`config.mk`:
```
export PLATFORM = sky130hd
export DESIGN_NAME = simon_block_cipher_top
export DESIGN_NICKNAME = d
export VERILOG_FILES = /design/src/design/sbc_pkg.sv /design/src/design/sbc_datapath.sv /design/src/design/sbc_ctrl.sv /design/src/design/simon_block_cipher_top.sv
export SDC_FILE = /design/constraint.sdc
export NUM_CORES = 2
export LEC_CHECK = 0
export BUFFER_PORTS_ARGS = -buffer_cell sky130_fd_sc_hd__buf_4
export CORE_UTILIZATION = 45
export DETAILED_ROUTE_END_ITERATION = 16
export HOLD_SLACK_MARGIN = 0.08
export PLACE_DENSITY = 0.67
export SETUP_SLACK_MARGIN = 0.4
export SYNTH_ARGS = -nofsm -noshare
export SYNTH_HDL_FRONTEND = slang
export SYNTH_SLANG_ARGS = --single-unit
```
`constraint.sdc`:
```
create_clock -name clk -period 15.87 [get_ports clk]
set_input_delay 3.174 -clock clk [delete_from_list [all_inputs] [get_ports clk]]
set_output_delay 3.174 -clock clk [all_outputs]
set_load 0.03 [all_outputs]
```
`src/design/sbc_pkg.sv`:
```
package sbc_pkg;

	localparam int unsigned DEF_WORD_BITS      = 32;
	localparam int unsigned DEF_KEY_WORDS      = 4;
	localparam int unsigned DEF_ROUND_COUNT    = 44;
	localparam int unsigned DEF_SEQUENCE_INDEX = 3;

	localparam int unsigned BLOCK_BITS     = 64;
	localparam int unsigned KEY_REG_BITS   = 64;
	localparam int unsigned CFG_INDEX_BITS = 2;
	localparam int unsigned SEQ_LEN        = 62;
	localparam int unsigned SEQ_COUNT      = 5;
	localparam int unsigned ROUND_CONST    = 3;

	localparam logic [CFG_INDEX_BITS-1:0] REG_KEY_HIGH = CFG_INDEX_BITS'(0);
	localparam logic [CFG_INDEX_BITS-1:0] REG_KEY_LOW  = CFG_INDEX_BITS'(1);

	// element 0 of each sequence is the leftmost digit
	localparam logic [0:SEQ_LEN-1] ZSEQ [SEQ_COUNT] = '{
		62'b1111101000100101011000011100110_1111101000100101011000011100110,
		62'b1000111011111001001100001011010_1000111011111001001100001011010,
		62'b1010111101110000001101001001100_0101000010001111110010110110011,
		62'b1101101110101100011001011110000_0010010001010011100110100001111,
		62'b1101000111100110101101100010000_0010111000011001010010011101111
	};

	typedef struct packed {
		logic load_block;
		logic load_keys;
		logic exp_step;
		logic rd_en;
		logic round_step;
		logic out_load;
	} cmd_t;

	typedef struct packed {
		logic key_write;
		logic out_free;
	} sts_t;

endpackage

```
`src/design/sbc_datapath.sv`:
```
module sbc_datapath #(
	parameter int unsigned WORD_BITS      = sbc_pkg::DEF_WORD_BITS,
	parameter int unsigned KEY_WORDS      = sbc_pkg::DEF_KEY_WORDS,
	parameter int unsigned ROUND_COUNT    = sbc_pkg::DEF_ROUND_COUNT,
	parameter int unsigned SEQUENCE_INDEX = sbc_pkg::DEF_SEQUENCE_INDEX,
	localparam int unsigned RI_BITS       = $clog2(ROUND_COUNT)
) (
	input  logic                                clk,
	input  logic                                arst_n,
	input  logic                                cfg_we,
	input  logic [sbc_pkg::CFG_INDEX_BITS-1:0]  cfg_index,
	input  logic [sbc_pkg::KEY_REG_BITS-1:0]    cfg_data,
	input  logic                                opcode,
	input  logic [sbc_pkg::BLOCK_BITS-1:0]      data_in,
	output logic [sbc_pkg::BLOCK_BITS-1:0]      data_out,
	output logic                                out_valid,
	input  logic                                out_stall,
	input  sbc_pkg::cmd_t                       cmd,
	input  logic [RI_BITS-1:0]                  idx,
	output sbc_pkg::sts_t                       sts
);
	import sbc_pkg::*;

	localparam int unsigned W        = WORD_BITS;
	localparam int unsigned KV_BITS  = KEY_WORDS * WORD_BITS;
	localparam int unsigned K3       = (KEY_WORDS == 4) ? 1 : 0;
	localparam int unsigned SEQ_SEL  = (SEQUENCE_INDEX > 4) ? 4 : SEQUENCE_INDEX;
	localparam int unsigned Z_BITS   = $clog2(SEQ_LEN);

	logic [KEY_REG_BITS-1:0] key_high_q;
	logic [KEY_REG_BITS-1:0] key_low_q;
	logic [KV_BITS-1:0]      key_vec;
	logic [W-1:0]            win_q [KEY_WORDS];
	logic [W-1:0]            t1;
	logic [W-1:0]            t2;
	logic [W-1:0]            gen;
	logic [RI_BITS:0]        idx_w;
	logic [RI_BITS:0]        z_full;
	logic [Z_BITS-1:0]       z_idx;
	logic                    zbit;
	logic [W-1:0]            rk_mem [ROUND_COUNT];
	logic [W-1:0]            rk_q;
	logic [RI_BITS-1:0]      raddr;
	logic [2*W-1:0]          blk_ext;
	logic [W-1:0]            x_q;
	logic [W-1:0]            y_q;
	logic                    dec_q;
	logic [2*W-1:0]          res;
	logic [BLOCK_BITS-1:0]   data_out_q;
	logic                    out_valid_q;

	function automatic logic [W-1:0] rotl(input logic [W-1:0] v, input int unsigned n);
		return (v << n) | (v >> (W - n));
	endfunction

	function automatic logic [W-1:0] rotr(input logic [W-1:0] v, input int unsigned n);
		return (v >> n) | (v << (W - n));
	endfunction

	// key registers
	always_ff @(posedge clk or negedge arst_n) begin
		if (!arst_n) begin
			key_high_q <= '0;
			key_low_q  <= '0;
		end else if (cfg_we) begin
			if (cfg_index == REG_KEY_HIGH) begin
				key_high_q <= cfg_data;
			end
			if (cfg_index == REG_KEY_LOW) begin
				key_low_q <= cfg_data;
			end
		end
	end

	assign sts.key_write = cfg_we && (cfg_index == REG_KEY_HIGH || cfg_index == REG_KEY_LOW);

	// key words past bit 127 read as zero
	assign key_vec = KV_BITS'({key_high_q, key_low_q});

	// next schedule word from the window of the last KEY_WORDS words
	always_comb begin
		t1 = rotr(win_q[KEY_WORDS-1], 3);
		if (KEY_WORDS == 4) begin
			t1 = t1 ^ win_q[K3];
		end
		t2     = t1 ^ rotr(t1, 1);
		idx_w  = {1'b0, idx};
		z_full = (idx_w >= (RI_BITS+1)'(SEQ_LEN)) ? idx_w - (RI_BITS+1)'(SEQ_LEN) : idx_w;
		z_idx  = Z_BITS'(z_full);
		zbit   = ZSEQ[SEQ_SEL][z_idx];
		gen    = ~win_q[0] ^ t2 ^ W'(zbit) ^ W'(ROUND_CONST);
	end

	always_ff @(posedge clk) begin
		if (cmd.load_keys) begin
			for (int k = 0; k < KEY_WORDS; k++) begin
				win_q[k] <= key_vec[k*W +: W];
			end
		end else if (cmd.exp_step) begin
			for (int k = 0; k < KEY_WORDS - 1; k++) begin
				win_q[k] <= win_q[k+1];
			end
			win_q[KEY_WORDS-1] <= gen;
		end
	end

	// round key store, at most one write and one read a cycle
	assign raddr = dec_q ? RI_BITS'(ROUND_COUNT - 1) - idx : idx;

	always_ff @(posedge clk) begin
		if (cmd.exp_step) begin
			rk_mem[idx] <= win_q[0];
		end
		if (cmd.rd_en) begin
			rk_q <= rk_mem[raddr];
		end
	end

	// block state and the round function
	assign blk_ext = (2*W)'(data_in);

	always_ff @(posedge clk) begin
		if (cmd.load_block) begin
			dec_q <= opcode;
			if (opcode) begin
				x_q <= blk_ext[W-1:0];
				y_q <= blk_ext[2*W-1:W];
			end else begin
				x_q <= blk_ext[2*W-1:W];
				y_q <= blk_ext[W-1:0];
			end
		end else if (cmd.round_step) begin
			x_q <= y_q ^ ((rotl(x_q, 1) & rotl(x_q, 8)) ^ rotl(x_q, 2)) ^ rk_q;
			y_q <= x_q;
		end
	end

	assign res = dec_q ? {y_q, x_q} : {x_q, y_q};

	// output register
	always_ff @(posedge clk) begin
		if (cmd.out_load) begin
			data_out_q <= BLOCK_BITS'(res);
		end
	end

	always_ff @(posedge clk or negedge arst_n) begin
		if (!arst_n) begin
			out_valid_q <= 1'b0;
		end else if (cmd.out_load) begin
			out_valid_q <= 1'b1;
		end else if (!out_stall) begin
			out_valid_q <= 1'b0;
		end
	end

	assign sts.out_free = !out_valid_q || !out_stall;
	assign out_valid    = out_valid_q;
	assign data_out     = data_out_q;

endmodule

```
`src/design/sbc_ctrl.sv`:
```
module sbc_ctrl #(
	parameter int unsigned ROUND_COUNT = sbc_pkg::DEF_ROUND_COUNT,
	localparam int unsigned RI_BITS    = $clog2(ROUND_COUNT)
) (
	input  logic                clk,
	input  logic                arst_n,
	input  logic                in_valid,
	output logic                in_stall,
	input  sbc_pkg::sts_t       sts,
	output sbc_pkg::cmd_t       cmd,
	output logic [RI_BITS-1:0]  idx
);
	import sbc_pkg::*;

	typedef enum logic [4:0] {
		S_IDLE   = 5'b00001,
		S_EXPAND = 5'b00010,
		S_PRIME  = 5'b00100,
		S_ROUND  = 5'b01000,
		S_DONE   = 5'b10000
	} state_t;

	localparam logic [RI_BITS-1:0] LAST = RI_BITS'(ROUND_COUNT - 1);

	state_t             state_q;
	state_t             state_d;
	logic [RI_BITS-1:0] cnt_q;
	logic [RI_BITS-1:0] cnt_d;
	logic               sched_ready_q;
	logic               accept;
	logic               exp_last;

	assign accept   = in_valid && !in_stall;
	assign exp_last = (state_q == S_EXPAND) && (cnt_q == LAST);

	always_comb begin
		state_d  = state_q;
		cnt_d    = cnt_q;
		cmd      = '0;
		idx      = cnt_q;
		in_stall = 1'b1;
		unique case (state_q)
			S_IDLE: begin
				in_stall = 1'b0;
				if (in_valid) begin
					cmd.load_block = 1'b1;
					cnt_d          = '0;
					if (sched_ready_q) begin
						state_d = S_PRIME;
					end else begin
						cmd.load_keys = 1'b1;
						state_d       = S_EXPAND;
					end
				end
			end
			S_EXPAND: begin
				cmd.exp_step = 1'b1;
				if (cnt_q == LAST) begin
					cnt_d   = '0;
					state_d = S_PRIME;
				end else begin
					cnt_d = cnt_q + 1'b1;
				end
			end
			S_PRIME: begin
				// first round key read
				cmd.rd_en = 1'b1;
				state_d   = S_ROUND;
			end
			S_ROUND: begin
				cmd.round_step = 1'b1;
				idx            = cnt_q + 1'b1;
				cmd.rd_en      = (cnt_q != LAST);
				if (cnt_q == LAST) begin
					state_d = S_DONE;
				end else begin
					cnt_d = cnt_q + 1'b1;
				end
			end
			S_DONE: begin
				if (sts.out_free) begin
					cmd.out_load = 1'b1;
					state_d      = S_IDLE;
				end
			end
			default: begin
				state_d = S_IDLE;
			end
		endcase
	end

	always_ff @(posedge clk or negedge arst_n) begin
		if (!arst_n) begin
			state_q       <= S_IDLE;
			cnt_q         <= '0;
			sched_ready_q <= 1'b0;
		end else begin
			state_q <= state_d;
			cnt_q   <= cnt_d;
			if (sts.key_write) begin
				sched_ready_q <= 1'b0;
			end else if (exp_last) begin
				sched_ready_q <= 1'b1;
			end
		end
	end

	a_key_write_clears: assert property (@(posedge clk) disable iff (!arst_n)
		sts.key_write |=> !sched_ready_q)
		else $error("schedule still marked ready after a key write");

	a_round_after_prime: assert property (@(posedge clk) disable iff (!arst_n)
		(state_q == S_ROUND && $past(state_q) != S_ROUND) |-> $past(state_q) == S_PRIME)
		else $error("rounds started without a key read");

	a_cnt_range: assert property (@(posedge clk) disable iff (!arst_n)
		cnt_q <= LAST)
		else $error("round counter out of range");

	a_expand_from_zero: assert property (@(posedge clk) disable iff (!arst_n)
		(state_q == S_EXPAND && $past(state_q) == S_IDLE) |-> cnt_q == '0)
		else $error("key expansion did not start at entry zero");

	a_accept_moves: assert property (@(posedge clk) disable iff (!arst_n)
		accept |=> (state_q == S_EXPAND || state_q == S_PRIME))
		else $error("accepted transaction did not start work");

endmodule

```
`src/design/simon_block_cipher_top.sv`:
```
// simon block cipher core, 64-bit blocks, key held in two 64-bit registers
// config: write key_high (index 0) and key_low (index 1) with cfg_we while
//   the core is idle; a write to any other index is ignored
// input channel: in_valid/in_stall carry opcode (0 encrypt, 1 decrypt) and
//   data_in; in_stall is low only while the core is idle
// output channel: out_valid/out_stall carry data_out from an output register,
//   so a new block is taken while a finished result still waits
// timing: one round per cycle on a single round unit, fed by the one read
//   port of the round key store; after accept a block reads its first round
//   key, runs its rounds and then loads the output register, and only then
//   is the next block accepted
// the first block after reset or after a key write first expands the key
//   into the round key store, one store entry per cycle
// reset: state machine idle, key registers zero, schedule marked stale,
//   output empty; the round key store itself is not cleared
// a stalled receiver holds data_out; a finished block waits in the core
//   until the output register frees, holding off new transactions
module simon_block_cipher_top #(
	parameter int unsigned WORD_BITS      = sbc_pkg::DEF_WORD_BITS,
	parameter int unsigned KEY_WORDS      = sbc_pkg::DEF_KEY_WORDS,
	parameter int unsigned ROUND_COUNT    = sbc_pkg::DEF_ROUND_COUNT,
	parameter int unsigned SEQUENCE_INDEX = sbc_pkg::DEF_SEQUENCE_INDEX
) (
	input  logic                                clk,
	input  logic                                arst_n,
	input  logic                                cfg_we,
	input  logic [sbc_pkg::CFG_INDEX_BITS-1:0]  cfg_index,
	input  logic [sbc_pkg::KEY_REG_BITS-1:0]    cfg_data,
	input  logic                                in_valid,
	output logic                                in_stall,
	input  logic                                opcode,
	input  logic [sbc_pkg::BLOCK_BITS-1:0]      data_in,
	output logic                                out_valid,
	input  logic                                out_stall,
	output logic [sbc_pkg::BLOCK_BITS-1:0]      data_out
);
	import sbc_pkg::*;

	localparam int unsigned RI_BITS = $clog2(ROUND_COUNT);

	cmd_t               cmd;
	sts_t               sts;
	logic [RI_BITS-1:0] idx;

	sbc_ctrl #(
		.ROUND_COUNT (ROUND_COUNT)
	) u_ctrl (
		.clk      (clk),
		.arst_n   (arst_n),
		.in_valid (in_valid),
		.in_stall (in_stall),
		.sts      (sts),
		.cmd      (cmd),
		.idx      (idx)
	);

	sbc_datapath #(
		.WORD_BITS      (WORD_BITS),
		.KEY_WORDS      (KEY_WORDS),
		.ROUND_COUNT    (ROUND_COUNT),
		.SEQUENCE_INDEX (SEQUENCE_INDEX)
	) u_datapath (
		.clk       (clk),
		.arst_n    (arst_n),
		.cfg_we    (cfg_we),
		.cfg_index (cfg_index),
		.cfg_data  (cfg_data),
		.opcode    (opcode),
		.data_in   (data_in),
		.data_out  (data_out),
		.out_valid (out_valid),
		.out_stall (out_stall),
		.cmd       (cmd),
		.idx       (idx),
		.sts       (sts)
	);

endmodule
```
After elaboration in Yosys (flattened, before gate mapping)
Memories as Yosys holds them, arrays and structs flattened. A register that Yosys moved wholly into a read port is not among the register bits.
Cells that the tools add are included.

cells by class
  add/sub/neg operators = 3
  magnitude comparators = 2
  equality and inequality tests = 14
  mux-type cells = 45
  bitwise operators = 20
  reduce and logical (&&, ||, !) cells = 14

operators by type and width
  cell                                          count
  two-way mux 32 bit                            10
  XOR 32 bit                                    6
  two-way mux 64 bit                            1
  two-way mux 6 bit                             6
  AND 32 bit                                    1
  NOT 32 bit                                    1
  OR 29 x 32 -> 32 bit                          1
  OR 31 x 32 -> 32 bit                          1
  OR 32 x 1 -> 32 bit                           1
  OR 32 x 2 -> 32 bit                           1
  OR 32 x 8 -> 32 bit                           1
  XOR 32 x 1 -> 32 bit                          1
  case mux 5 bit (5 select lines)               1
  two-way mux 5 bit                             4
  two-way mux 1 bit                             18
  case mux 6 bit (3 select lines)               1
  != test 2 bit (second input constant)         4
  >= comparator 7 bit (second input constant)   1
  NOT 6 -> 7 bit                                1
  adder 6 x 1 -> 6 bit (second input constant)  1
  equality test 6 bit (second input constant)   1
  >= comparator 6 bit (second input constant)   1
  != test 6 bit (second input constant)         1
  subtractor 6 bit (first input constant)       1
  other kinds (22)                              32

storage, ports and cells
  flip-flop bits (word level) = 270
  RAM bits = 1536
  bits in read-only memories = 64
  input bits = 136
  output and inout port bits = 66
  logic and storage cells = 111
  memories kept = 3

memories
  name               words  width  rd ports  clocked after memory_dff  wr ports  line                source
  u_datapath.rk_mem  44     32     1         1                         1         sbc_datapath.sv:41  logic [W-1:0] rk_mem [ROUND_COUNT];
  u_datapath.win_q   4      32     4         0                         4         sbc_datapath.sv:33  logic [W-1:0] win_q [KEY_WORDS];
  (no name shown)    64     1      1         0                         0         sbc_datapath.sv:90  zbit = ZSEQ[SEQ_SEL][z_idx];

Logic depth before layout (Yosys ltp)
  word-level depth = 11
  gate-level depth with buffers = 17
  mapped depth without buffers = 15

Modules after synthesis
A second synthesis with hierarchy kept.

unflattened totals
  cell total of the unflattened synthesis = 3944
  area total of the unflattened synthesis = 73933.4 um2

by module, submodules not included
  module        instances  cells each  area each (um2)  seq. area each (um2)
  sbc_datapath  1          3847        73061.3          54187.0
  sbc_ctrl      1          97          872.1            301.5

Worst setup path after synthesis
Ideal clock, no wire load.

  path type = input-to-reg
  start point = input port in_valid
  end point = memory u_datapath.win_q[0][0] in the netlist's numbering, enable pin
  library setup time = 0.792 ns
  arrival time = 12.656 ns
  data required time = 15.078 ns
  slack = 2.422 ns
  stages on the path = 4
  path buffers = 2
  cells stage by stage = nand2_1 > clkbuf_1 > clkbuf_1 > o21ai_0

RTL lines
  element      line                          source
  from (decl)  simon_block_cipher_top.sv:29  input logic in_valid,
  to (decl)    sbc_datapath.sv:33

Final worst setup path
  start point = register u_ctrl.state_q[2]
  end point = output port in_stall

between the ends
  cells in the longest elaborated chain, start to end = 2

ends and longest elaborated chain
  element                       line                          source
  from (decl)                   sbc_ctrl.sv:25                state_t state_q;
  from (signal assigned)        sbc_ctrl.sv:98                state_q <= state_d;
  equality test 5 x 1 -> 1 bit  sbc_ctrl.sv:42                unique case (state_q)
  two-way mux 1 bit             sbc_ctrl.sv:42
  to (decl)                     simon_block_cipher_top.sv:30  output logic in_stall,

Every way passes these cells.

==> run metrics <==
outcome=completed; post-CTS setup buffers=0; worst min path class=flip-flop to flip-flop; DRC Markers=0; Die Ht=407 um; FMAX=~0.17 GHz; Slew HR=19.0%; DIE WIDTH=407 um; worst-skew pair later-pin latency=0.80 ns; core area=between 150000 and 200000 um2; Post-CTS Resized=0; Mapped Area=73800 um2; Slew @ Worst Pin=1.21 ns; min Tclk post-route=6.03 ns; routed len/inst=roughly 26 um; endpoint class of the critical path=output pin; hold path cells=2; Via Count=~38000; r2r worst-path depth=12; Area Growth Syn to Fin=13.8%; io pins=202; initial antenna violation count=9; GR Overflow Total=0; CP max FO=5; EDFF count, synth=1697; setup_tns=0 ns; via/cell ratio=5.71; sequential share of the synthesized area=73.8%; Crit Path Class=flip-flop to output pin; Post-synth top flop=edfxtp_1; RePlAce Congestion=0.791; Finish-stage setup viols=0; Yosys top cell by area=edfxtp_1; syn_area_per_cell=18.3 um2; drt initial violations=3553; Critical Path Sink=in_stall; PortBufs=201; DP HPWL=94900 um; Nets=4466; final worst slack=9.84 ns; asr flop ratio synth=~7.7%; final slew viol count=0; Post-CTS Hold Buffers=0; fin crit share=38.0%; Root Buffer=clkbuf_16; Routed Antenna Nets=0; Worst Skew=0.0576 ns; Die Area=166000 um2; pin count of the biggest net entering global routing=147; row count=148; routed wire length=173000 um; RSZ-0062 raised after global routing=false; Synth top area share=a little under 70%; Pleak=28.1 nW; Hold Vio Cnt, Final=0; Arr. time, crit path=2.85 ns; Max-Cap Viols=0; Gate Count Post-Synth=4036; peak supply drop=0.194 mV; # diodes=0; largest cells by area after synthesis=edfxtp_1 69%, mux4_2 11%, dfrtp_1 4.7%; pwr dens=around 190 nW/um2; CTS max path bufs=3; Netlist cell types=63; first-pass GRT wire length=roughly 250000 um; vias in the first global route=38285; R2R Setup Slk=9.92 ns; DRT Pass-1 Iters=6; H-tree depth=4; total CTS buffers=180; pre-CTS WS=9.83 ns; CTS tree=built; clock slew at reported path FFs=0.06 ns; layout cell share with drive strength beyond 1=between 20% and 30%; Initial Util=about 45%; startpoint types=flip-flop; Synth top cells by count=1697 x edfxtp_1, 610 x nand2_1, 352 x mux4_2, 194 x mux2_2, 160 x xnor2_1; most common cell in the netlist=edfxtp_1; r2r endpoint=u_datapath.rk_q[14]$_DFFE_PP_; worst path required time=12.70 ns; clk sinks=1838; #FFs+latches synth=1838; crit path from=u_ctrl.state_q[2]$_DFFE_PN0P_; GRT Util Overall=a little over a fifth; Reg-to-Reg Start=u_ctrl.state_q[2]$_DFFE_PN0P_; synth warn=0; Syn Nets=4182
## area by class of cell
cell class / count / area, um2
well taps: 2175 / 2720
repair buffers: 311 / 2390
inverters: 10 / 38.8
flip-flops and latches: 1838 / 54500
clock inverters: 90 / 688
multi-input cells: 1979 / 18700
clock buffers: 239 / 4890
fillers: 12941 / 78800
## flip-flops by register name (all words and copies together) (netlist names), 32 cells and up
name,flops
u_datapath.y_q,32
u_datapath.rk_q,32
u_datapath.data_out,64
u_datapath.rk_mem,1408
u_datapath.key_low_q,64
u_datapath.key_high_q,64
u_datapath.x_q,32
u_datapath.win_q,128
## how the worst min path moves through the flow
stage / start / end / slack (ns)
floorplan: u_ctrl.sched_ready_q$_DFFE_PN0P_ / u_ctrl.state_q[1]$_DFFE_PN0P_ / 0.48
global placement: u_datapath.key_low_q[45]$_DFFE_PN0P_ / u_datapath.key_low_q[45]$_DFFE_PN0P_ / 0.49
detailed placement: u_datapath.key_low_q[13]$_DFFE_PN0P_ / u_datapath.key_low_q[13]$_DFFE_PN0P_ / 0.49
CTS: u_datapath.key_low_q[13]$_DFFE_PN0P_ / u_datapath.key_low_q[13]$_DFFE_PN0P_ / 0.51
global route: u_datapath.key_low_q[18]$_DFFE_PN0P_ / u_datapath.key_low_q[18]$_DFFE_PN0P_ / 0.51
finish: u_datapath.win_q[2][9]$_DFFE_PP_ / u_datapath.win_q[1][9]$_DFFE_PP_ / 0.50
## cells in the final DEF, fill, tap and decap left out, drive strengths merged, types with 7 or more instances in the layout
cell type / count
clkbuf: 239
nor3: 9
clkinv: 78
mux2: 195
a21oi: 106
xnor2: 162
edfxtp: 1697
xor2: 41
mux2i: 97
nor2b: 36
nand2: 611
buf: 311
a311oi: 32
ha: 10
nor2: 94
mux4: 352
nand3: 11
a211oi: 33
bufinv: 7
o22ai: 35
o21ai: 81
inv: 11
dfrtp: 140
or4: 32
## kinds of logic (layout without fill, tap and decap cells)
kind of cell	count (synthesis)	in the layout	synth area share, %
multiplexers	644	644	15.0
buffers and inverters	219	650	1.37
adder cells (fa/ha/maj)	10	10	0.170
AO/OA/AOI/OAI	308	308	2.52
AND/OR/NAND/NOR	814	814	4.61
XOR/XNOR	203	203	2.46
flip-flops	1838	1838	73.8
## critical path: stages, from the launching register on
cell     delay [ns]
dfrtp_1        0.40
or2_2          0.35
nor4b_1        0.75
inv_1          0.28
buf_4          0.27
## power by group
part           switching [mW]  internal (mW)
sequential              0.305           6.34
combinational            2.73           2.20
clock                    1.78           2.28
total                    4.81           10.8
## routing by layer
metal  up-vias  routed length, um  global-route usage (%)
met1     19702              72300                    29.5
met3       250              15700                    5.08
met4         8               3620                    5.34
met5         -                 58                       0
li1      16352                  -                       -
met2      1604              81500                    33.2
## metrics by stage
step | utilization (%) | power (mW) | cell area (um2) | hold WS, ns | instances
after global routing | 51.6 | 16.4 | 83900 | 0.510 | 6642
after CTS | 51.6 | 15.8 | 83900 | 0.507 | 6642
after floorplan | - | 10.5 | 73800 | 0.479 | 4036
final | 51.6 | 15.6 | 83900 | 0.502 | 6642
after detailed placement | 48.1 | 11.7 | 78400 | 0.492 | 6313
after global placement | 48.1 | 11.6 | 78400 | 0.487 | 6313
No activity file was read; power rests on OpenSTA's default activity.
